==> src/sv/tsn_pkg.sv <==
`timescale 1ns / 1ps
`default_nettype none

package tsn_pkg;

    // telnet command bytes
    localparam logic [7:0] T_SE   = 8'd240;
    localparam logic [7:0] T_SB   = 8'd250;
    localparam logic [7:0] T_WILL = 8'd251;
    localparam logic [7:0] T_WONT = 8'd252;
    localparam logic [7:0] T_DO   = 8'd253;
    localparam logic [7:0] T_DONT = 8'd254;
    localparam logic [7:0] T_IAC  = 8'd255;

    // option numbers
    localparam logic [7:0] OPT_BINARY = 8'd0;
    localparam logic [7:0] OPT_ECHO   = 8'd1;
    localparam logic [7:0] OPT_SGA    = 8'd3;
    localparam logic [7:0] OPT_TTYPE  = 8'd24;
    localparam logic [7:0] OPT_NAWS   = 8'd31;
    localparam logic [7:0] TTYPE_SEND = 8'd1;
    localparam logic [7:0] TTYPE_IS   = 8'd0;

    // request types
    localparam logic [1:0] REQ_NET    = 2'd0;
    localparam logic [1:0] REQ_USER   = 2'd1;
    localparam logic [1:0] REQ_RESIZE = 2'd2;

    // configuration register indexes
    localparam logic [1:0] CFG_NAME_LOW  = 2'd0;
    localparam logic [1:0] CFG_NAME_HIGH = 2'd1;
    localparam logic [1:0] CFG_NAME_LEN  = 2'd2;

    // parser states
    localparam logic [2:0] PS_DATA   = 3'd0;
    localparam logic [2:0] PS_CMD    = 3'd1;
    localparam logic [2:0] PS_OPT    = 3'd2;
    localparam logic [2:0] PS_SUB    = 3'd3;
    localparam logic [2:0] PS_SUBIAC = 3'd4;

    // pending verb codes (verb minus WILL)
    localparam logic [1:0] PV_WILL = 2'd0;
    localparam logic [1:0] PV_WONT = 2'd1;
    localparam logic [1:0] PV_DO   = 2'd2;
    localparam logic [1:0] PV_DONT = 2'd3;

    // job kinds handed from front to back
    localparam logic [1:0] K_BYTE  = 2'd0;
    localparam logic [1:0] K_CMD   = 2'd1;
    localparam logic [1:0] K_WIN   = 2'd2;
    localparam logic [1:0] K_TTYPE = 2'd3;

    localparam logic [15:0] RESET_COLS = 16'd80;
    localparam logic [15:0] RESET_ROWS = 16'd24;
    localparam logic [4:0]  BUILTIN_LEN = 5'd14;
    localparam logic [4:0]  HEADER_LEN  = 5'd4;

    typedef logic [1:0] job_kind_t;

    typedef struct packed {
        job_kind_t   kind;
        logic        dest;
        logic        esc;
        logic [7:0]  b0;
        logic [7:0]  b1;
        logic        win;
        logic [15:0] cols;
        logic [15:0] rows;
    } job_t;

    // built-in terminal name xterm-256color
    function automatic logic [7:0] builtin_byte(input logic [3:0] idx);
        logic [7:0] b;
        unique case (idx)
            4'd0:    b = 8'h78;
            4'd1:    b = 8'h74;
            4'd2:    b = 8'h65;
            4'd3:    b = 8'h72;
            4'd4:    b = 8'h6d;
            4'd5:    b = 8'h2d;
            4'd6:    b = 8'h32;
            4'd7:    b = 8'h35;
            4'd8:    b = 8'h36;
            4'd9:    b = 8'h63;
            4'd10:   b = 8'h6f;
            4'd11:   b = 8'h6c;
            4'd12:   b = 8'h6f;
            4'd13:   b = 8'h72;
            default: b = 8'h00;
        endcase
        return b;
    endfunction

endpackage

`default_nettype wire

==> src/sv/tsn_ifs.sv <==
`timescale 1ns / 1ps
`default_nettype none

// request channel
interface tsn_req_if;
    logic        valid;
    logic        ready;
    logic [1:0]  req_type;
    logic [7:0]  data_byte;
    logic [15:0] new_cols;
    logic [15:0] new_rows;

    modport source (output valid, req_type, data_byte, new_cols, new_rows, input ready);
    modport sink (input valid, req_type, data_byte, new_cols, new_rows, output ready);
endinterface

// result channel
interface tsn_res_if;
    logic       valid;
    logic       ready;
    logic       dest;
    logic [7:0] out_byte;
    logic       last_of_run;

    modport source (output valid, dest, out_byte, last_of_run, input ready);
    modport sink (input valid, dest, out_byte, last_of_run, output ready);
endinterface

`default_nettype wire

==> src/sv/tsn_front.sv <==
`timescale 1ns / 1ps
`default_nettype none

module tsn_front (
    input  wire logic          clk,
    input  wire logic          rst_n,
    tsn_req_if.sink            req,
    input  wire logic          q_full,
    output logic               push,
    output tsn_pkg::job_t      push_job
);

    logic [2:0]  parse_state_reg, parse_state_next;
    logic [1:0]  pending_verb_reg, pending_verb_next;
    logic [1:0]  sub_count_reg, sub_count_next;
    logic [7:0]  sub_first_reg, sub_first_next;
    logic [7:0]  sub_second_reg, sub_second_next;
    logic        naws_on_reg, naws_on_next;
    logic [15:0] window_cols_reg, window_cols_next;
    logic [15:0] window_rows_reg, window_rows_next;

    logic        accept;
    logic        do_store;
    logic [7:0]  ch;

    assign req.ready = !q_full;
    assign accept    = req.valid && !q_full;
    assign ch        = req.data_byte;

    // parser, option policy and job build
    always_comb
    begin
        parse_state_next  = parse_state_reg;
        pending_verb_next = pending_verb_reg;
        sub_count_next    = sub_count_reg;
        sub_first_next    = sub_first_reg;
        sub_second_next   = sub_second_reg;
        naws_on_next      = naws_on_reg;
        window_cols_next  = window_cols_reg;
        window_rows_next  = window_rows_reg;
        do_store          = 1'b0;
        push              = 1'b0;
        push_job          = '0;
        push_job.cols     = window_cols_reg;
        push_job.rows     = window_rows_reg;

        if (accept)
        begin
            case (req.req_type)
                tsn_pkg::REQ_NET:
                begin
                    unique case (parse_state_reg)
                        tsn_pkg::PS_CMD:
                        begin
                            parse_state_next = tsn_pkg::PS_DATA;
                            if (ch == tsn_pkg::T_IAC)
                            begin
                                push        = 1'b1;
                                push_job.kind = tsn_pkg::K_BYTE;
                                push_job.b0 = ch;
                            end
                            else if (ch >= tsn_pkg::T_WILL && ch <= tsn_pkg::T_DONT)
                            begin
                                pending_verb_next = 2'(ch - tsn_pkg::T_WILL);
                                parse_state_next  = tsn_pkg::PS_OPT;
                            end
                            else if (ch == tsn_pkg::T_SB)
                            begin
                                sub_count_next   = 2'd0;
                                parse_state_next = tsn_pkg::PS_SUB;
                            end
                        end
                        tsn_pkg::PS_OPT:
                        begin
                            parse_state_next = tsn_pkg::PS_DATA;
                            push             = 1'b1;
                            push_job.kind    = tsn_pkg::K_CMD;
                            push_job.dest    = 1'b1;
                            push_job.b1      = ch;
                            unique case (pending_verb_reg)
                                tsn_pkg::PV_DO:
                                begin
                                    if (ch == tsn_pkg::OPT_BINARY || ch == tsn_pkg::OPT_SGA ||
                                        ch == tsn_pkg::OPT_TTYPE || ch == tsn_pkg::OPT_NAWS)
                                    begin
                                        push_job.b0 = tsn_pkg::T_WILL;
                                        if (ch == tsn_pkg::OPT_NAWS)
                                        begin
                                            naws_on_next = 1'b1;
                                            push_job.win = 1'b1;
                                        end
                                    end
                                    else
                                    begin
                                        push_job.b0 = tsn_pkg::T_WONT;
                                    end
                                end
                                tsn_pkg::PV_DONT:
                                begin
                                    if (ch == tsn_pkg::OPT_NAWS)
                                        naws_on_next = 1'b0;
                                    push_job.b0 = tsn_pkg::T_WONT;
                                end
                                tsn_pkg::PV_WILL:
                                begin
                                    if (ch == tsn_pkg::OPT_BINARY || ch == tsn_pkg::OPT_ECHO ||
                                        ch == tsn_pkg::OPT_SGA)
                                        push_job.b0 = tsn_pkg::T_DO;
                                    else
                                        push_job.b0 = tsn_pkg::T_DONT;
                                end
                                default:
                                begin
                                    push_job.b0 = tsn_pkg::T_DONT;
                                end
                            endcase
                        end
                        tsn_pkg::PS_SUB:
                        begin
                            if (ch == tsn_pkg::T_IAC)
                                parse_state_next = tsn_pkg::PS_SUBIAC;
                            else
                                do_store = 1'b1;
                        end
                        tsn_pkg::PS_SUBIAC:
                        begin
                            if (ch == tsn_pkg::T_SE)
                            begin
                                if (sub_count_reg == 2'd2 && sub_first_reg == tsn_pkg::OPT_TTYPE &&
                                    sub_second_reg == tsn_pkg::TTYPE_SEND)
                                begin
                                    push          = 1'b1;
                                    push_job.kind = tsn_pkg::K_TTYPE;
                                    push_job.dest = 1'b1;
                                end
                                sub_count_next   = 2'd0;
                                parse_state_next = tsn_pkg::PS_DATA;
                            end
                            else
                            begin
                                do_store         = (ch == tsn_pkg::T_IAC);
                                parse_state_next = tsn_pkg::PS_SUB;
                            end
                        end
                        default:
                        begin
                            // data state, unused codes behave the same
                            if (ch == tsn_pkg::T_IAC)
                            begin
                                parse_state_next = tsn_pkg::PS_CMD;
                            end
                            else
                            begin
                                parse_state_next = tsn_pkg::PS_DATA;
                                push             = 1'b1;
                                push_job.kind    = tsn_pkg::K_BYTE;
                                push_job.b0      = ch;
                            end
                        end
                    endcase
                end
                tsn_pkg::REQ_USER:
                begin
                    push          = 1'b1;
                    push_job.kind = tsn_pkg::K_BYTE;
                    push_job.dest = 1'b1;
                    push_job.esc  = 1'b1;
                    push_job.b0   = ch;
                end
                tsn_pkg::REQ_RESIZE:
                begin
                    if (req.new_cols != 16'd0 && req.new_rows != 16'd0)
                    begin
                        window_cols_next = req.new_cols;
                        window_rows_next = req.new_rows;
                        push_job.kind    = tsn_pkg::K_WIN;
                        push_job.dest    = 1'b1;
                        push_job.cols    = req.new_cols;
                        push_job.rows    = req.new_rows;
                        push             = naws_on_reg;
                    end
                end
                default:
                begin
                end
            endcase
        end

        // keep the first two subnegotiation bytes
        if (do_store)
        begin
            if (sub_count_reg == 2'd0)
                sub_first_next = ch;
            else if (sub_count_reg == 2'd1)
                sub_second_next = ch;
            if (sub_count_reg < 2'd2)
                sub_count_next = sub_count_reg + 2'd1;
        end
    end

    // parser state registers
    always_ff @(posedge clk or negedge rst_n)
    begin
        if (!rst_n)
        begin
            parse_state_reg  <= tsn_pkg::PS_DATA;
            pending_verb_reg <= 2'd0;
            sub_count_reg    <= 2'd0;
            sub_first_reg    <= 8'd0;
            sub_second_reg   <= 8'd0;
            naws_on_reg      <= 1'b0;
            window_cols_reg  <= tsn_pkg::RESET_COLS;
            window_rows_reg  <= tsn_pkg::RESET_ROWS;
        end
        else
        begin
            parse_state_reg  <= parse_state_next;
            pending_verb_reg <= pending_verb_next;
            sub_count_reg    <= sub_count_next;
            sub_first_reg    <= sub_first_next;
            sub_second_reg   <= sub_second_next;
            naws_on_reg      <= naws_on_next;
            window_cols_reg  <= window_cols_next;
            window_rows_reg  <= window_rows_next;
        end
    end

endmodule

`default_nettype wire

==> src/sv/tsn_queue.sv <==
`timescale 1ns / 1ps
`default_nettype none

module tsn_queue (
    input  wire logic          clk,
    input  wire logic          rst_n,
    input  wire logic          push,
    input  wire tsn_pkg::job_t push_job,
    output logic               full,
    input  wire logic          pop,
    output logic               head_valid,
    output tsn_pkg::job_t      head_job
);

    // two-entry job queue
    tsn_pkg::job_t mem [2];
    logic       wr_ptr_reg;
    logic       rd_ptr_reg;
    logic [1:0] count_reg;

    assign full       = (count_reg == 2'd2);
    assign head_valid = (count_reg != 2'd0);
    assign head_job   = mem[rd_ptr_reg];

    // storage
    always_ff @(posedge clk)
    begin
        if (push)
            mem[wr_ptr_reg] <= push_job;
    end

    // pointers and fill count
    always_ff @(posedge clk or negedge rst_n)
    begin
        if (!rst_n)
        begin
            wr_ptr_reg <= 1'b0;
            rd_ptr_reg <= 1'b0;
            count_reg  <= 2'd0;
        end
        else
        begin
            if (push)
                wr_ptr_reg <= !wr_ptr_reg;
            if (pop)
                rd_ptr_reg <= !rd_ptr_reg;
            if (push && !pop)
                count_reg <= count_reg + 2'd1;
            else if (pop && !push)
                count_reg <= count_reg - 2'd1;
        end
    end

endmodule

`default_nettype wire

==> src/sv/tsn_back.sv <==
`timescale 1ns / 1ps
`default_nettype none

module tsn_back #(
    parameter int MAX_TERM_LEN = 16
) (
    input  wire logic          clk,
    input  wire logic          rst_n,
    input  wire logic          head_valid,
    input  wire tsn_pkg::job_t head_job,
    output logic               pop,
    input  wire logic [63:0]   name_low,
    input  wire logic [63:0]   name_high,
    input  wire logic [4:0]    name_len,
    tsn_res_if.source          res
);

    localparam logic [4:0] MAX_LEN = 5'(MAX_TERM_LEN);

    logic [4:0] step_reg, step_next;
    logic       dup_reg, dup_next;
    logic       win_reg, win_next;
    logic       out_valid_reg;
    logic       dest_reg;
    logic [7:0] byte_reg;
    logic       last_reg;

    logic       go;
    logic       emit;
    logic       last;
    logic       cur_dest;
    logic [7:0] cur_byte;
    logic [7:0] win_byte;
    logic       win_esc;
    logic [4:0] eff_len;
    logic       use_builtin;
    logic [4:0] name_end;
    logic [4:0] name_pos;
    logic [3:0] name_idx;
    logic [7:0] cfg_byte;
    logic [7:0] name_byte;

    assign go = head_valid && (!out_valid_reg || res.ready);

    // window report byte for the current step
    always_comb
    begin
        win_esc = 1'b0;
        case (step_reg)
            5'd0: win_byte = tsn_pkg::T_IAC;
            5'd1: win_byte = tsn_pkg::T_SB;
            5'd2: win_byte = tsn_pkg::OPT_NAWS;
            5'd3:
            begin
                win_byte = head_job.cols[15:8];
                win_esc  = 1'b1;
            end
            5'd4:
            begin
                win_byte = head_job.cols[7:0];
                win_esc  = 1'b1;
            end
            5'd5:
            begin
                win_byte = head_job.rows[15:8];
                win_esc  = 1'b1;
            end
            5'd6:
            begin
                win_byte = head_job.rows[7:0];
                win_esc  = 1'b1;
            end
            5'd7:    win_byte = tsn_pkg::T_IAC;
            default: win_byte = tsn_pkg::T_SE;
        endcase
    end

    // terminal name byte selection
    assign eff_len     = (name_len > MAX_LEN) ? MAX_LEN : name_len;
    assign use_builtin = (name_len == 5'd0);
    assign name_end    = (use_builtin ? tsn_pkg::BUILTIN_LEN : eff_len) + tsn_pkg::HEADER_LEN;
    assign name_pos    = step_reg - tsn_pkg::HEADER_LEN;
    assign name_idx    = name_pos[3:0];
    assign cfg_byte    = name_idx[3] ? name_high[{name_idx[2:0], 3'b000} +: 8]
                                     : name_low[{name_idx[2:0], 3'b000} +: 8];
    assign name_byte   = use_builtin ? tsn_pkg::builtin_byte(name_idx) : cfg_byte;

    // output sequencer
    always_comb
    begin
        step_next = step_reg + 5'd1;
        dup_next  = 1'b0;
        win_next  = win_reg;
        emit      = 1'b1;
        last      = 1'b0;
        cur_dest  = 1'b1;
        cur_byte  = 8'd0;

        if (win_reg || head_job.kind == tsn_pkg::K_WIN)
        begin
            cur_byte = win_byte;
            if (win_esc && win_byte == tsn_pkg::T_IAC && !dup_reg)
            begin
                dup_next  = 1'b1;
                step_next = step_reg;
            end
            else if (step_reg == 5'd8)
            begin
                last = 1'b1;
            end
        end
        else
        begin
            case (head_job.kind)
                tsn_pkg::K_BYTE:
                begin
                    cur_dest = head_job.dest;
                    cur_byte = head_job.b0;
                    if (head_job.esc && head_job.b0 == tsn_pkg::T_IAC && !dup_reg)
                        dup_next = 1'b1;
                    else
                        last = 1'b1;
                end
                tsn_pkg::K_CMD:
                begin
                    case (step_reg)
                        5'd0:    cur_byte = tsn_pkg::T_IAC;
                        5'd1:    cur_byte = head_job.b0;
                        default: cur_byte = head_job.b1;
                    endcase
                    if (step_reg == 5'd2)
                    begin
                        if (head_job.win)
                        begin
                            win_next  = 1'b1;
                            step_next = 5'd0;
                        end
                        else
                        begin
                            last = 1'b1;
                        end
                    end
                end
                default:
                begin
                    // terminal-type reply: header, name, trailer
                    if (step_reg < tsn_pkg::HEADER_LEN)
                    begin
                        case (step_reg)
                            5'd0:    cur_byte = tsn_pkg::T_IAC;
                            5'd1:    cur_byte = tsn_pkg::T_SB;
                            5'd2:    cur_byte = tsn_pkg::OPT_TTYPE;
                            default: cur_byte = tsn_pkg::TTYPE_IS;
                        endcase
                    end
                    else if (step_reg < name_end)
                    begin
                        cur_byte = name_byte;
                        emit     = (name_byte != tsn_pkg::T_IAC);
                    end
                    else if (step_reg == name_end)
                    begin
                        cur_byte = tsn_pkg::T_IAC;
                    end
                    else
                    begin
                        cur_byte = tsn_pkg::T_SE;
                        last     = 1'b1;
                    end
                end
            endcase
        end

        if (last)
        begin
            step_next = 5'd0;
            win_next  = 1'b0;
        end
    end

    assign pop = go && last;

    // sequencer state
    always_ff @(posedge clk or negedge rst_n)
    begin
        if (!rst_n)
        begin
            step_reg <= 5'd0;
            dup_reg  <= 1'b0;
            win_reg  <= 1'b0;
        end
        else if (go)
        begin
            step_reg <= step_next;
            dup_reg  <= dup_next;
            win_reg  <= win_next;
        end
    end

    // output register valid
    always_ff @(posedge clk or negedge rst_n)
    begin
        if (!rst_n)
            out_valid_reg <= 1'b0;
        else if (!out_valid_reg || res.ready)
            out_valid_reg <= go && emit;
    end

    // output register payload
    always_ff @(posedge clk)
    begin
        if (go && emit)
        begin
            dest_reg <= cur_dest;
            byte_reg <= cur_byte;
            last_reg <= last;
        end
    end

    assign res.valid       = out_valid_reg;
    assign res.dest        = dest_reg;
    assign res.out_byte    = byte_reg;
    assign res.last_of_run = last_reg;

endmodule

`default_nettype wire

==> src/sv/telnet_stream_negotiator_unit.sv <==
`timescale 1ns / 1ps
`default_nettype none
// A result passes through the job queue and the output register after its request is accepted.
// Throughput: one result byte per back-end cycle while res.ready does not stall the output
//   (a data byte, a window report with IAC bytes doubled, or a DO NAWS answer and window
//   report); a terminal-type reply also spends a step on each dropped name byte; a two-job
//   queue lets requests with no result pass at one a cycle while the queue is not full.
// Reset: parser in data state, NAWS off, window 80x24, name registers zero, queue and output empty.

module telnet_stream_negotiator_unit #(
    parameter int MAX_TERM_LEN = 16
) (
    input  wire logic        clk,
    input  wire logic        rst_n,
    tsn_req_if.sink          req,
    tsn_res_if.source        res,
    input  wire logic        cfg_wr_en,
    input  wire logic [1:0]  cfg_index,
    input  wire logic [63:0] cfg_data
);

    logic [63:0] name_low_reg;
    logic [63:0] name_high_reg;
    logic [4:0]  name_len_reg;

    logic          q_full;
    logic          push;
    tsn_pkg::job_t push_job;
    logic          pop;
    logic          head_valid;
    tsn_pkg::job_t head_job;

    // configuration registers
    always_ff @(posedge clk or negedge rst_n)
    begin
        if (!rst_n)
        begin
            name_low_reg  <= 64'd0;
            name_high_reg <= 64'd0;
            name_len_reg  <= 5'd0;
        end
        else if (cfg_wr_en)
        begin
            case (cfg_index)
                tsn_pkg::CFG_NAME_LOW:  name_low_reg  <= cfg_data;
                tsn_pkg::CFG_NAME_HIGH: name_high_reg <= cfg_data;
                tsn_pkg::CFG_NAME_LEN:  name_len_reg  <= cfg_data[4:0];
                default:
                begin
                end
            endcase
        end
    end

    // request parser and classifier
    tsn_front u_front (
        .clk      (clk),
        .rst_n    (rst_n),
        .req      (req),
        .q_full   (q_full),
        .push     (push),
        .push_job (push_job)
    );

    // job queue
    tsn_queue u_queue (
        .clk        (clk),
        .rst_n      (rst_n),
        .push       (push),
        .push_job   (push_job),
        .full       (q_full),
        .pop        (pop),
        .head_valid (head_valid),
        .head_job   (head_job)
    );

    // result sequencer
    tsn_back #(
        .MAX_TERM_LEN (MAX_TERM_LEN)
    ) u_back (
        .clk        (clk),
        .rst_n      (rst_n),
        .head_valid (head_valid),
        .head_job   (head_job),
        .pop        (pop),
        .name_low   (name_low_reg),
        .name_high  (name_high_reg),
        .name_len   (name_len_reg),
        .res        (res)
    );

endmodule

`default_nettype wire
==> src/flat_wrapper.sv <==
// flat-port wrapper written by rule: the top's interface ports become plain ports
module telnet_stream_negotiator_unit_flat 
#(
    parameter int MAX_TERM_LEN = 16
)
  (clk, rst_n, cfg_wr_en, cfg_index, cfg_data, req_valid, req_req_type, req_data_byte, req_new_cols, req_new_rows, req_ready, res_valid, res_dest, res_out_byte, res_last_of_run, res_ready);
  tsn_req_if req_i ();
  tsn_res_if res_i ();
  input  wire logic clk;
  input  wire logic rst_n;
  input  wire logic cfg_wr_en;
  input  wire logic [1:0] cfg_index;
  input  wire logic [63:0] cfg_data;
  input wire logic [$bits(req_i.valid)-1:0] req_valid;
  input wire logic [$bits(req_i.req_type)-1:0] req_req_type;
  input wire logic [$bits(req_i.data_byte)-1:0] req_data_byte;
  input wire logic [$bits(req_i.new_cols)-1:0] req_new_cols;
  input wire logic [$bits(req_i.new_rows)-1:0] req_new_rows;
  output wire logic [$bits(req_i.ready)-1:0] req_ready;
  output wire logic [$bits(res_i.valid)-1:0] res_valid;
  output wire logic [$bits(res_i.dest)-1:0] res_dest;
  output wire logic [$bits(res_i.out_byte)-1:0] res_out_byte;
  output wire logic [$bits(res_i.last_of_run)-1:0] res_last_of_run;
  input wire logic [$bits(res_i.ready)-1:0] res_ready;
  assign req_i.valid = req_valid;
  assign req_i.req_type = req_req_type;
  assign req_i.data_byte = req_data_byte;
  assign req_i.new_cols = req_new_cols;
  assign req_i.new_rows = req_new_rows;
  assign req_ready = req_i.ready;
  assign res_valid = res_i.valid;
  assign res_dest = res_i.dest;
  assign res_out_byte = res_i.out_byte;
  assign res_last_of_run = res_i.last_of_run;
  assign res_i.ready = res_ready;
  telnet_stream_negotiator_unit #(.MAX_TERM_LEN(MAX_TERM_LEN)) u_core (.clk(clk), .rst_n(rst_n), .req(req_i), .res(res_i), .cfg_wr_en(cfg_wr_en), .cfg_index(cfg_index), .cfg_data(cfg_data));
endmodule
==> config.mk <==
export PLATFORM = sky130hd
export DESIGN_NAME = telnet_stream_negotiator_unit_flat
export DESIGN_NICKNAME = d
export VERILOG_FILES = /design/src/sv/tsn_pkg.sv /design/src/sv/tsn_ifs.sv /design/src/sv/tsn_front.sv /design/src/sv/tsn_queue.sv /design/src/sv/tsn_back.sv /design/src/sv/telnet_stream_negotiator_unit.sv /design/src/flat_wrapper.sv
export SDC_FILE = /design/constraint.sdc
export NUM_CORES = 1
export LEC_CHECK = 0
export BUFFER_PORTS_ARGS = -buffer_cell sky130_fd_sc_hd__buf_2
export CAP_MARGIN = 10
export CELL_PAD_IN_SITES_DETAIL_PLACEMENT = 1
export CELL_PAD_IN_SITES_GLOBAL_PLACEMENT = 1
export CORE_ASPECT_RATIO = 0.7
export CORE_UTILIZATION = 40
export CTS_CLUSTER_SIZE = 12
export DETAILED_ROUTE_END_ITERATION = 12
export GPL_TIMING_DRIVEN = 0
export PLACE_DENSITY_LB_ADDON = 0.1
export SLEW_MARGIN = 25
export SYNTH_ARGS = -nofsm -noshare
export SYNTH_HDL_FRONTEND = slang
export SYNTH_SLANG_ARGS = --single-unit
==> constraint.sdc <==
create_clock -name clk -period 8.4 [get_ports clk]
set_input_delay 0 -clock clk [delete_from_list [all_inputs] [get_ports clk]]
set_output_delay 0 -clock clk [all_outputs]
set_load 0.05 [all_outputs]
* Word-level counts from Yosys, hierarchy flattened
Memories as Yosys holds them, arrays and structs flattened. Cells that the tools add are included.
Word-level totals: bits in writable memories 106, latch bits 0, register bits 211, output and inout port bits 12, ROM bits 112, bits of input ports 113, memories kept 2, word-level logic and storage cells 243
Memories:
- (name not given) | words 16, bits a word 7, rd ports 1, clocked after Yosys merged registers in 0, write ports 0, RTL line tsn_pkg.sv:74 | unique case (idx)
- u_core.u_queue.mem | words 2, bits a word 53, rd ports 1, clocked after Yosys merged registers in 0, write ports 1, RTL line tsn_queue.sv:16 | tsn_pkg::job_t mem [2];
Operators by class: multiply operators 0, equality and inequality tests 42, bitwise operators 3, magnitude comparators 6, div/mod/pow operators 0, reduce and logical (&&, ||, !) cells 60, multiplexer cells 100, $add $sub $neg 7, shift operators 2
Operators by type and width (count):
- $shiftx 64x7->8 | 2
- $pmux 8 s3 | 3
- $mux 32 | 2
- $mux 8 | 7
- $pmux 8 s7 | 1
- $mux 53 | 1
- $pmux 8 s2 | 3
- $mux 1 | 42
- $eq 8x8->1 const B | 5
- $mux 5 | 8
- $reduce_bool 16->1 | 2
- $mux 2 | 15
- $eq 8x5->1 const B | 3
- $eq 5x3->1 const B | 4
- $mux 9 | 2
- $eq 8x1->1 const B | 2
- $mux 3 | 5
- $eq 2x2->1 const B | 7
- $logic_and 1x1->1 | 14
- $pmux 3 s4 | 1
- $reduce_bool 2->1 | 6
- $eq 5x2->1 const B | 2
- $logic_not 2->1 | 5
- $logic_not 5->1 | 2
- other kinds (39) | 76

* Longest topological paths before layout
Gate-level depths: netlist of the first run.
word-level depth 14, depth in mapped cells 16, gate-level depth less buffers 15

* Cells and area by module
From an unflattened synthesis of the first run, not the netlist that was laid out.
Second synthesis, totals: cells, all modules 1155, area total of the unflattened synthesis 16354.4 sq um
By module, submodules not included:
- telnet_stream_negotiator_unit | cells an instance 283, instances 1, seq. area each 3328.2 sq um, area an instance 5360.1 sq um
- tsn_queue | cells an instance 181, instances 1, seq. area each 3283.1 sq um, area an instance 4264.1 sq um
- tsn_front | cells an instance 316, instances 1, seq. area each 1406.3 sq um, area an instance 3487.1 sq um
- tsn_back | cells an instance 375, instances 1, seq. area each 500.5 sq um, area an instance 3243.1 sq um

* Worst setup path before layout of the first run
OpenSTA, ideal clock, no wires.
path kind register -> register, from register u_core.u_front.parse_state_reg[1], to memory u_core.u_queue.mem[0][0] in the netlist's numbering (enable), required time 7936 ps, clock period less this slack 4624 ps, path buffers 1, path slack 3776 ps, stages on the path, launching flop included 9, arrival time 4160 ps, setup time 464 ps, cells stage by stage dfrtp_1 > clkbuf_1 > nor2_1 > nand2_1 > or4_1 > nor2_1 > nor3_1 > nand2b_1 > nor2_1
On the way: word-level cells in the longest chain between the ends 6, elaborated cells between the ends (all ways) 9, classes of those cells eq/ne (4); mux (5)
Ends and longest elaborated chain:
- from (decl) | RTL line tsn_front.sv:13 | logic [2:0] parse_state_reg, parse_state_next;
- from (signal assigned) | RTL line tsn_front.sv:206 | parse_state_reg <= tsn_pkg::PS_DATA;
- from (signal assigned) | RTL line tsn_front.sv:217 | parse_state_reg <= parse_state_next;
- $eq 3x3->1 (tied with other cells) | RTL line tsn_front.sv:52 | unique case (parse_state_reg)
- $pmux 1 s4 * | RTL line tsn_front.sv:52
- $pmux 1 s3 * | RTL line tsn_front.sv:49 | case (req.req_type)
- $mux 1 * | RTL line tsn_front.sv:47 | if (accept)
- $mux 1 * | RTL line tsn_queue.sv:28 | if (push)
- $mux 1 (implied by the code) * | RTL line tsn_queue.sv:29 | mem[wr_ptr_reg] <= push_job;
- to (decl) | RTL line tsn_queue.sv:16
Mark *: on every way between the ends. The rest lies on a longest branch, timed or not.

* Worst setup path after layout of the first run
from register u_core.u_back.step_reg[0], to register u_core.u_queue.count_reg[1]
On the way: word-level cells in the longest chain between the ends 12, elaborated cells between the ends (all ways) 33, classes of those cells order compare (2); eq/ne (10); mux (11); reduce/logical (10)
Ends and longest elaborated chain:
- from (decl) | RTL line tsn_back.sv:20 | logic [4:0] step_reg, step_next;
- from (signal assigned) | RTL line tsn_back.sv:194 | step_reg <= step_next;
- $eq 5x3->1 / $logic_not 5->1 (equally long branches) | RTL line tsn_back.sv:49 | case (step_reg)
- $reduce_or 2->1 (no line)
- $pmux 8 s7 | RTL line tsn_back.sv:49
- $eq 8x8->1 | RTL line tsn_back.sv:102 | if (win_esc && win_byte == tsn_pkg::T_IAC && !dup_reg)
- $logic_and 1x1->1 (2 in series) | RTL line tsn_back.sv:102
- $mux 1 | RTL line tsn_back.sv:102
- $mux 1 * | RTL line tsn_back.sv:99 | if (win_reg || head_job.kind == tsn_pkg::K_WIN)
- $logic_and 1x1->1 * | RTL line tsn_back.sv:181 | assign pop = go && last;
- $logic_not 1->1 | RTL line tsn_queue.sv:47 | if (push && !pop)
- $logic_and 1x1->1 | RTL line tsn_queue.sv:47
- $mux 2 / $reduce_bool 2->1 (equally long branches)
- to (signal assigned) | RTL line tsn_queue.sv:48 | count_reg <= count_reg + 2'd1;
- to (signal assigned) | RTL line tsn_queue.sv:50 | count_reg <= count_reg - 2'd1;
- to (decl) | RTL line tsn_queue.sv:19 | logic [1:0] count_reg;
Marks and branches as above. A chain may end at the register's enable or synchronous reset.

==> impl_metrics.yaml, run 1 <==
die:
  die_h_um: 167
  rows: 59
  start_util_pct: 41.1
  dieArea_um2: 39500
  core_um2: 37600
  die_x_um: 237
  io_pins: 125
drt:
  drcViolationCount: 0
  wl_mm: 45.2
  wl_per_cell_um: 23.2
  ant_nets: 0
  via_per_inst: 5.55
  drtIter0Drc: 689
  dr.pass1.iters: 4
  vias: 10831
critical_path:
  critPathArrivalTime_ns: 5.86
  crit_path_max_incr_delay_ns: 0.70
  start_kind: "register"
  path_cells: "clkbuf_1 -> buf_2 -> clkinv_1 -> ha_1 -> buf_6 -> or3_4 -> or4_4 -> a211oi_2 -> nor4_1 -> and3_4 -> buf_6 -> or3_4 -> ha_1 -> xor2_1 -> nor2_1 -> xor2_1"
  path_buf_inv: 5
  worstSetupEndpointType: "register"
  timing.rr.start: "u_core.u_back.step_reg[0]"
  crit_path_start: "u_core.u_back.step_reg[0]"
  cp.required_ns: 8.83
  worst-setup-path-type: "register to register"
  cp_slowest_cell: "clkbuf_1"
  critPathMaxFanout: 11
  critPathTopFamily: "buffers and inverters"
cts:
  cts_sinks: 317
  cts_root_buf: "clkbuf_16"
  cts_made_buffers: 35
  post-cts-setup-buffers: 0
  clock_latency_ns: 0.52
  post_cts_resized: 0
  h-tree-depth: 2
  clkTransAtPathRegs_ns: 0.06
  clk_path_buf_depth: 3
  cts_tree: "built"
  cts-hold-fix-buffers: 110
grt:
  antenna_found_initial: 0
  grt_pass1_wl_mm: 70.8
  grt_pass1_vias: 11729
  grt_max_degree: 87
  overflow: 0
  grtUsageTotal_pct: 23.5
placed_design:
  dp_hpwl_mm: 32.1
  portBuffers: 124
  placed_cells: 1778
  dpl_worst_slack_ns: 3.01
  place_area_um2: 16900
  gp_congestion: 0.887
timing:
  setup-tns-final_ns: 0
  period_share_pct: 64.6
  finalSetupViolations: 0
  setup_ws_ns: 2.98
  fin_skew_ns: 0.0129
  tightest_slew_ns: 0.950
  finalHoldViolCount: 0
  rsz0062_at_grt: "no"
  maxSlewViolCount: 0
  period_minus_slack_ns: 5.42
  fmax_ghz: 0.184
  slew_headroom_pct: 36.6
layout:
  antenna_cells: 0
  layout-drive-gt1-share_pct: 32.5
  finalInstanceArea_um2: 19200
  n_fill_cell: 3848
  multi_input_area_um2: 6630
  largest_register_ffs: 106
  fin_nets: 1576
  final_cells: 1950
  synthToLayoutAreaGrowth_pct: 23.7
  seqCellArea_um2: 8520
hold_path:
  hold_class: "input pin to register"
  hp-start: "req_valid"
yosys:
  synth.avg_cell_area_um2: 13.4
  synth.most_common_cell: "mux2_2"
  synth_simple_gate_area_share_pct: 8.82
  synth-adder-area-share_pct: 2.10
  yosys_warnings: 0
  syn_area_um2: 15500
  yosysUniqueCellTypes: 74
  synth-compound-area-share_pct: 7.14
  synth_top_family_by_area: "multiplexers"
  syn_inst: 1160
  yosysTopAreaCellShare_pct: 31.8
  synth_xor_area_share_pct: 0.501
  ys_seq_elements: 317
  synth_top_area_cell: "dfrtp_1"
  ys_async_sr_fraction_pct: 63.4
  synth-main-ff-cell: "dfrtp_1"
  synth_nets: 1299
  synth_common_cells: "mux2_2, dfrtp_1, edfxtp_1"
  synth_edf_count: 116
  netlist_top_cells_area: "dfrtp_1, edfxtp_1, mux2_2, mux4_2, mux2i_1"
  muxShareOfSynthArea_pct: 24.1
  synth-seq-area-share_pct: 55.0
power_and_ir_drop:
  p_clk_share_pct: 24.2
  p_leak_nw: 7.77
  pwr-share-seq_pct: 34.4
  power_density_nw_per_um2: 337
  swShare_pct: 36.8
  peakVddDrop_uv: 177
  net-switching-power_mw: 2.38
  combPwrFrac_pct: 41.4
  intPower_mw: 4.07
job:
  drv_cap: 0
outcome:
  outcome: "finished, final reports clean"
area by class of cell:
cell class | instances | area share [%]
Tap cell | 488 | 3.19
Timing Repair Buffer | 240 | 9.81
Buffer | 61 | 1.36
Inverter | 26 | 0.509
Clock inverter | 6 | 0.411
Multi-Input combinational cell | 756 | 34.6
Sequential cell | 317 | 44.5
Clock buffer | 56 | 5.67
power groups by stage:
stage          clock network [mW]  registers (mW)  logic, mW
2_1_floorplan                   0            2.27       1.69
3_3_place_gp                    0            2.24       2.54
3_5_place_dp                    0            2.25       2.61
4_1_cts                      1.60            2.22       2.67
5_1_grt                      1.66            2.26       2.88
6_report                     1.56            2.22       2.67
cell families after synthesis:
family                     after synthesis
DFF                                    317
muxes                                  303
and+or+nand+nor                        255
AOI/OAI and AO/OA                      164
buffers and inverters                   87
adders and majority gates               26
xor gates and xnor gates                 8
path summary, 6_finish.rpt:
kind | cells past startpoint | end | slack [ns]
max in group asynchronous | 5 | u_core.u_front.window_cols_reg[6] | 6.66
hold / removal | 3 | u_core.u_queue.mem[0][50] | 0.02
hold reg to reg | 1 | u_core.u_front.window_cols_reg[3] | 0.50
setup / recovery | 16 | u_core.u_queue.count_reg[1] | 2.98
setup reg to reg | 16 | u_core.u_queue.count_reg[1] | 2.98
min in group asynchronous | 3 | u_core.name_high_reg[27] | 0.53
layer usage:
layer / up-vias / part of all wire (%) / global-route usage [%]
li1: 4959 / - / -
met1: 5611 / 50 / 35.7
met2: 219 / 44 / 35.5
met3: 42 / 4.4 / 3.75
met4: 0 / 1.3 / 4.29
met5: - / 0 / 0
worst reg2reg max path: cells and delay by family, from the launching register on:
kind | cells | cell delay (ns)
AO/OA/AOI/OAI | 1 | 0.27
XOR/XNOR | 2 | 0.31
adder cells (fa/ha/maj) | 2 | 0.66
buffers and inverters | 5 | 2.05
flip-flops | 1 | 0.40
AND/OR/NAND/NOR | 6 | 1.66
through the flow:
step | hold slack, ns | utilization (%) | power, mW
after floorplan | -0.296 | - | 3.97
after global placement | 0.214 | 44.4 | 4.77
after detailed placement | -0.0476 | 44.9 | 4.86
after CTS | 0.00611 | 50.9 | 6.49
after global routing | 0.0652 | 50.9 | 6.80
final | 0.0248 | 50.9 | 6.45
cell usage in the layout (no fill, tap or decap), drive strengths merged, types with 34 or more instances in the layout:
cell type | netlist | routed
mux2 | 220 | 220
dfrtp | 197 | 197
buf | 14 | 144
edfxtp | 116 | 116
dlygate4sd3 | 0 | 110
clkbuf | 47 | 103
nand2 | 66 | 66
mux2i | 49 | 49
nor2 | 46 | 46
mux4 | 34 | 34
Power figures use the tool's default switching activity.
==> inputs of run 2 (changes only) <==
- clock period: 8.4 -> 5.14 ns (I/O delays scaled with it)
==> impl_metrics.yaml, run 2 (synthesis results as in run 1) <==
outcome:
  outcome: "finished, final reports clean"
placed_design:
  dpl_worst_slack_ns: -0.252
  place_area_um2: 16900
  portBuffers: 124
  dp_hpwl_mm: 32.1
  gp_congestion: 0.887
critical_path:
  cp.required_ns: 5.58
  critPathTopFamily: "simple AND/OR/NAND/NOR gates"
  crit_path_max_incr_delay_ns: 0.49
  worstSetupEndpointType: "register"
  critPathArrivalTime_ns: 5.30
  start_kind: "register"
  critPathMaxFanout: 11
  path_buf_inv: 5
  worst-setup-path-type: "register to register"
  cp_slowest_cell: "or4_4"
  path_cells: "clkbuf_2 -> buf_2 -> clkinvlp_4 -> ha_1 -> buf_6 -> or3_4 -> or4_4 -> a211oi_2 -> nor4_1 -> and3_4 -> buf_6 -> or3_4 -> ha_1 -> xor2_1 -> nor2_1 -> xor2_1"
timing:
  finalHoldViolCount: 0
  tightest_slew_ns: 0.957
  rsz0062_at_grt: "no"
  finalSetupViolations: 0
  maxSlewViolCount: 0
  period_minus_slack_ns: 4.87
  setup-tns-final_ns: 0
  period_share_pct: 94.7
  fmax_ghz: 0.205
  fin_skew_ns: 0.0120
  slew_headroom_pct: 36.2
  setup_ws_ns: 0.272
grt:
  grt_max_degree: 87
  grtUsageTotal_pct: 23.5
  overflow: 0
  grt_pass1_vias: 11730
  antenna_found_initial: 0
  grt_pass1_wl_mm: 70.8
power_and_ir_drop:
  intPower_mw: 6.66
  p_leak_nw: 7.78
  p_clk_share_pct: 24.2
  pwr-share-seq_pct: 34.4
  power.total_mw: 10.5
  net-switching-power_mw: 3.89
  power_density_nw_per_um2: 550
  peakVddDrop_uv: 244
  combPwrFrac_pct: 41.4
  swShare_pct: 36.9
die:
  die_h_um: 167
  start_util_pct: 41.1
  dieArea_um2: 39500
  io_pins: 125
  core_um2: 37600
  rows: 59
  die_x_um: 237
layout:
  final_util_pct: 50.9
  layout_common_cells: "mux2_2, dfrtp_1, buf_2"
  final_common_cell: "mux2_2"
  synthToLayoutAreaGrowth_pct: 23.8
  finalInstanceArea_um2: 19200
  layout-drive-gt1-share_pct: 32.7
  largest_register_ffs: 106
  antenna_cells: 0
  fin_nets: 1576
drt:
  drtIter0Drc: 617
  via_per_inst: 5.57
  vias: 10859
  drcViolationCount: 0
  ant_nets: 0
  wl_mm: 45.2
  wl_per_cell_um: 23.2
  dr.pass1.iters: 5
cts:
  clk_path_buf_depth: 3
  h-tree-depth: 2
  cts_root_buf: "clkbuf_16"
  cts_sinks: 317
  cts_made_buffers: 35
  clkTransAtPathRegs_ns: 0.06
  clock_latency_ns: 0.52
  cts_tree: "built"
hold_path:
  hold_class: "input pin to register"
job:
  drv_cap: 0
-- run 2: cell count changes in the layout (fill, tap and decap cells not counted) --
cell / delta
clkinvlp_4: +1
clkbuf_1: -2
clkbuf_2: +2
clkinv_1: -1
-- run 2: worst min-delay path: stages --
cell and delay (ns):
buf_2 0.11, nand2_1 0.18, a21oi_1 0.08
-- run 2: layer usage --
layer / up-vias / GRT usage [%] / share of wire [%]
met3: 40 / 3.75 / 4.5
li1: 4958 / - / -
met2: 224 / 35.5 / 44
met5: - / 0 / 0
met1: 5637 / 35.7 / 50
met4: 0 / 4.29 / 1.2
-- run 2: power groups by stage --
stage / clock, mW / sequential (mW) / combinational (mW)
2_1_floorplan: 0 / 3.72 / 2.77
3_3_place_gp: 0 / 3.66 / 4.15
3_5_place_dp: 0 / 3.67 / 4.27
4_1_cts: 2.62 / 3.63 / 4.36
5_1_grt: 2.72 / 3.70 / 4.70
6_report: 2.55 / 3.63 / 4.37
-- run 2: final cells by class --
class	instances	area, um2
fill	3848	18500
sequential	317	8520
multi-input combinational	756	6630
timing repair buffer	240	1880
clock buffer	56	1090
tap	488	611
buffer	61	264
inverter	26	101
clock inverter	6	78.8
-- run 2: metrics by stage --
| step | hold WS, ns | instances |
|---|---|---|
| floorplan | -0.296 | 1160 |
| global placement | 0.214 | 1772 |
| detailed placement | -0.0476 | 1778 |
| CTS | 0.00611 | 1950 |
| global route | 0.0652 | 1950 |
| finish | 0.0243 | 1950 |
-- run 2: final timing paths --
kind	from	endpoint	cells past startpoint	slack (ns)
max	u_core.u_back.step_reg[0]	u_core.u_queue.count_reg[1]	16	0.27
min	req_valid	u_core.u_queue.mem[0][50]	3	0.02
max reg2reg	u_core.u_back.step_reg[0]	u_core.u_queue.count_reg[1]	16	0.27
min reg2reg	u_core.u_front.window_cols_reg[3]	u_core.u_front.window_cols_reg[3]	1	0.50
max in group asynchronous	rst_n	u_core.u_front.window_cols_reg[6]	5	3.41
min in group asynchronous	rst_n	u_core.name_high_reg[27]	3	0.53
-- run 2: repair_timing --
action / 4_1_cts / 5_1_grt
pin swaps: 0 / 0
resized for setup: 1 / 4
setup buffers: 0 / 0
setup endpoints to repair: 2 / 11
hold buffers: 110 / 0
endpoints found under the hold margin: 385 / 0
==> inputs of run 3 (changes only) <==
--- a/config.mk
+++ b/config.mk
@@ -16,4 +16,5 @@
 export GPL_TIMING_DRIVEN = 0
 export PLACE_DENSITY_LB_ADDON = 0.1
+export SETUP_SLACK_MARGIN = 0.1
 export SLEW_MARGIN = 25
 export SYNTH_ARGS = -nofsm -noshare
==> constraint.sdc (replaced) <==
create_clock -name clk -period 5.14 [get_ports clk]
set_input_delay 0.514 -clock clk [delete_from_list [all_inputs] [get_ports clk]]
set_output_delay 0.514 -clock clk [all_outputs]
set_load 0.05 [all_outputs]
==> impl_metrics.yaml, run 3 (synthesis results as in run 1) <==
power_and_ir_drop:
  power.total_mw: 10.5
  net-switching-power_mw: 3.87
  intPower_mw: 6.61
  peakVddDrop_uv: 243
  pwr-share-seq_pct: 34.6
  power_density_nw_per_um2: 580
  swShare_pct: 36.9
  combPwrFrac_pct: 41.0
  p_clk_share_pct: 24.4
  p_leak_nw: 7.32
timing:
  period_share_pct: 94.6
  finalHoldViolCount: 0
  fmax_ghz: 0.206
  setup_ws_ns: 0.276
  tightest_slew_ns: 0.983
  rsz0062_at_grt: "yes"
  period_minus_slack_ns: 4.86
  maxSlewViolCount: 0
  fin_skew_ns: 0.0115
  setup-tns-final_ns: 0
  slew_headroom_pct: 34.5
  finalSetupViolations: 0
  fin_hold_ws_ns: 0.199
hold_path:
  hold_class: "input pin to register"
  hp-start: "res_ready"
  whs_path_depth: 2
  worstHoldEndpoint: "u_core.u_back.res.valid"
placed_design:
  portBuffers: 124
  place_area_um2: 16900
  dpl_worst_slack_ns: -0.252
  gp_congestion: 0.887
  dp_hpwl_mm: 32.1
layout:
  fin_nets: 1467
  largest_register_ffs: 106
  synthToLayoutAreaGrowth_pct: 16.7
  layout-drive-gt1-share_pct: 35.3
  multi_input_area_um2: 6630
  antenna_cells: 0
  finalInstanceArea_um2: 18100
  seqCellArea_um2: 8520
  layout_common_cells: "mux2_2, dfrtp_1, buf_2"
  n_fill_cell: 3889
  final_common_cell: "mux2_2"
die:
  io_pins: 125
  start_util_pct: 41.1
  rows: 59
  dieArea_um2: 39500
  die_h_um: 167
  core_um2: 37600
  die_x_um: 237
job:
  drv_cap: 0
cts:
  cts_root_buf: "clkbuf_16"
  post-cts-setup-buffers: 0
  clkTransAtPathRegs_ns: 0.07
  cts_sinks: 317
  cts_made_buffers: 35
  h-tree-depth: 2
  cts_tree: "built"
  clk_path_buf_depth: 3
  clock_latency_ns: 0.52
drt:
  wl_mm: 43.7
  vias: 10412
  wl_per_cell_um: 23.8
  drtIter0Drc: 674
  ant_nets: 0
  drcViolationCount: 0
  dr.pass1.iters: 5
  via_per_inst: 5.66
outcome:
  outcome: "finished, final reports clean"
critical_path:
  cp.required_ns: 5.58
  reg2reg_depth: 16
  worst-setup-path-type: "register to register"
  critPathMaxFanout: 11
  worstSetupEndpointType: "register"
  start_kind: "register"
  r2r_setup_slack_ns: 0.28
  timing.rr.start: "u_core.u_back.step_reg[0]"
  critPathArrivalTime_ns: 5.30
  rr_endpoint: "u_core.u_queue.count_reg[1]"
grt:
  grt_pass1_wl_mm: 68.4
  grt_max_degree: 87
  overflow: 0
  grt_pass1_vias: 11113
  antenna_found_initial: 0
  grtUsageTotal_pct: 22.7
[run 3: worst max path at each step]
stage | startpoint | endpoint | slack (ns) | cells past startpoint
global route | u_core.u_back.step_reg[0] | u_core.u_queue.count_reg[1] | 0.03 | 16
CTS | u_core.u_back.step_reg[0] | u_core.u_queue.count_reg[1] | 0.10 | 16
global placement | req_data_byte[6] | u_core.u_queue.mem[0][16] | -1.54 | 9
detailed placement | u_core.u_back.step_reg[0] | u_core.u_queue.count_reg[1] | -0.25 | 15
floorplan | u_core.u_front.parse_state_reg[1] | u_core.u_queue.mem[0][0] | 0.52 | 8
finish | u_core.u_back.step_reg[0] | u_core.u_queue.count_reg[1] | 0.28 | 16
[run 3: area by class of cell]
class	instances	share of cell area, %
plain buffers	61	1.46
clock buffers	56	6.02
clock inverters	6	0.436
inverters	26	0.561
multi-input cells	756	36.7
flip-flops and latches	317	47.1
well taps	488	3.38
repair buffers	131	4.37
[run 3: layer usage]
metal,vias up,GRT usage [%],part of all wire (%)
li1,4740,-,-
met1,5431,35.3,52
met2,200,33.6,43
met3,41,3.50,4.0
met4,0,4.24,1.3
met5,-,0,0
[run 3: power by group through the flow]
stage / Clock [mW] / Sequential, mW / Combinational, mW
5_1_grt: 2.72 / 3.70 / 4.63
3_3_place_gp: 0 / 3.66 / 4.15
6_report: 2.55 / 3.63 / 4.29
2_1_floorplan: 0 / 3.72 / 2.77
4_1_cts: 2.62 / 3.63 / 4.29
3_5_place_dp: 0 / 3.67 / 4.27
[run 3: critical path: stages, from the launching register on]
cell        delay, ns
dfrtp_1          0.40
clkbuf_2         0.39
buf_2            0.45
clkinvlp_4       0.42
ha_1             0.33
buf_6            0.15
or3_4            0.41
or4_4            0.49
a211oi_2         0.27
nor4_1           0.08
and3_4           0.20
buf_6            0.14
or3_4            0.37
ha_1             0.22
xor2_1           0.14
nor2_1           0.11
xor2_1           0.17
[run 3: metrics by stage]
step                std cells  util, %
floorplan                1160        -
global placement         1772     44.4
detailed placement       1778     44.9
CTS                      1841     48.0
global route             1841     48.0
finish                   1841     48.0
[run 3: repair_timing]
action | CTS | global route
endpoints found under the setup margin | 2 | 13
hold buffers | 1 | 0
hold endpoints to repair | 52 | 0
gates resized for setup | 1 | 4
cloned | 0 | 0
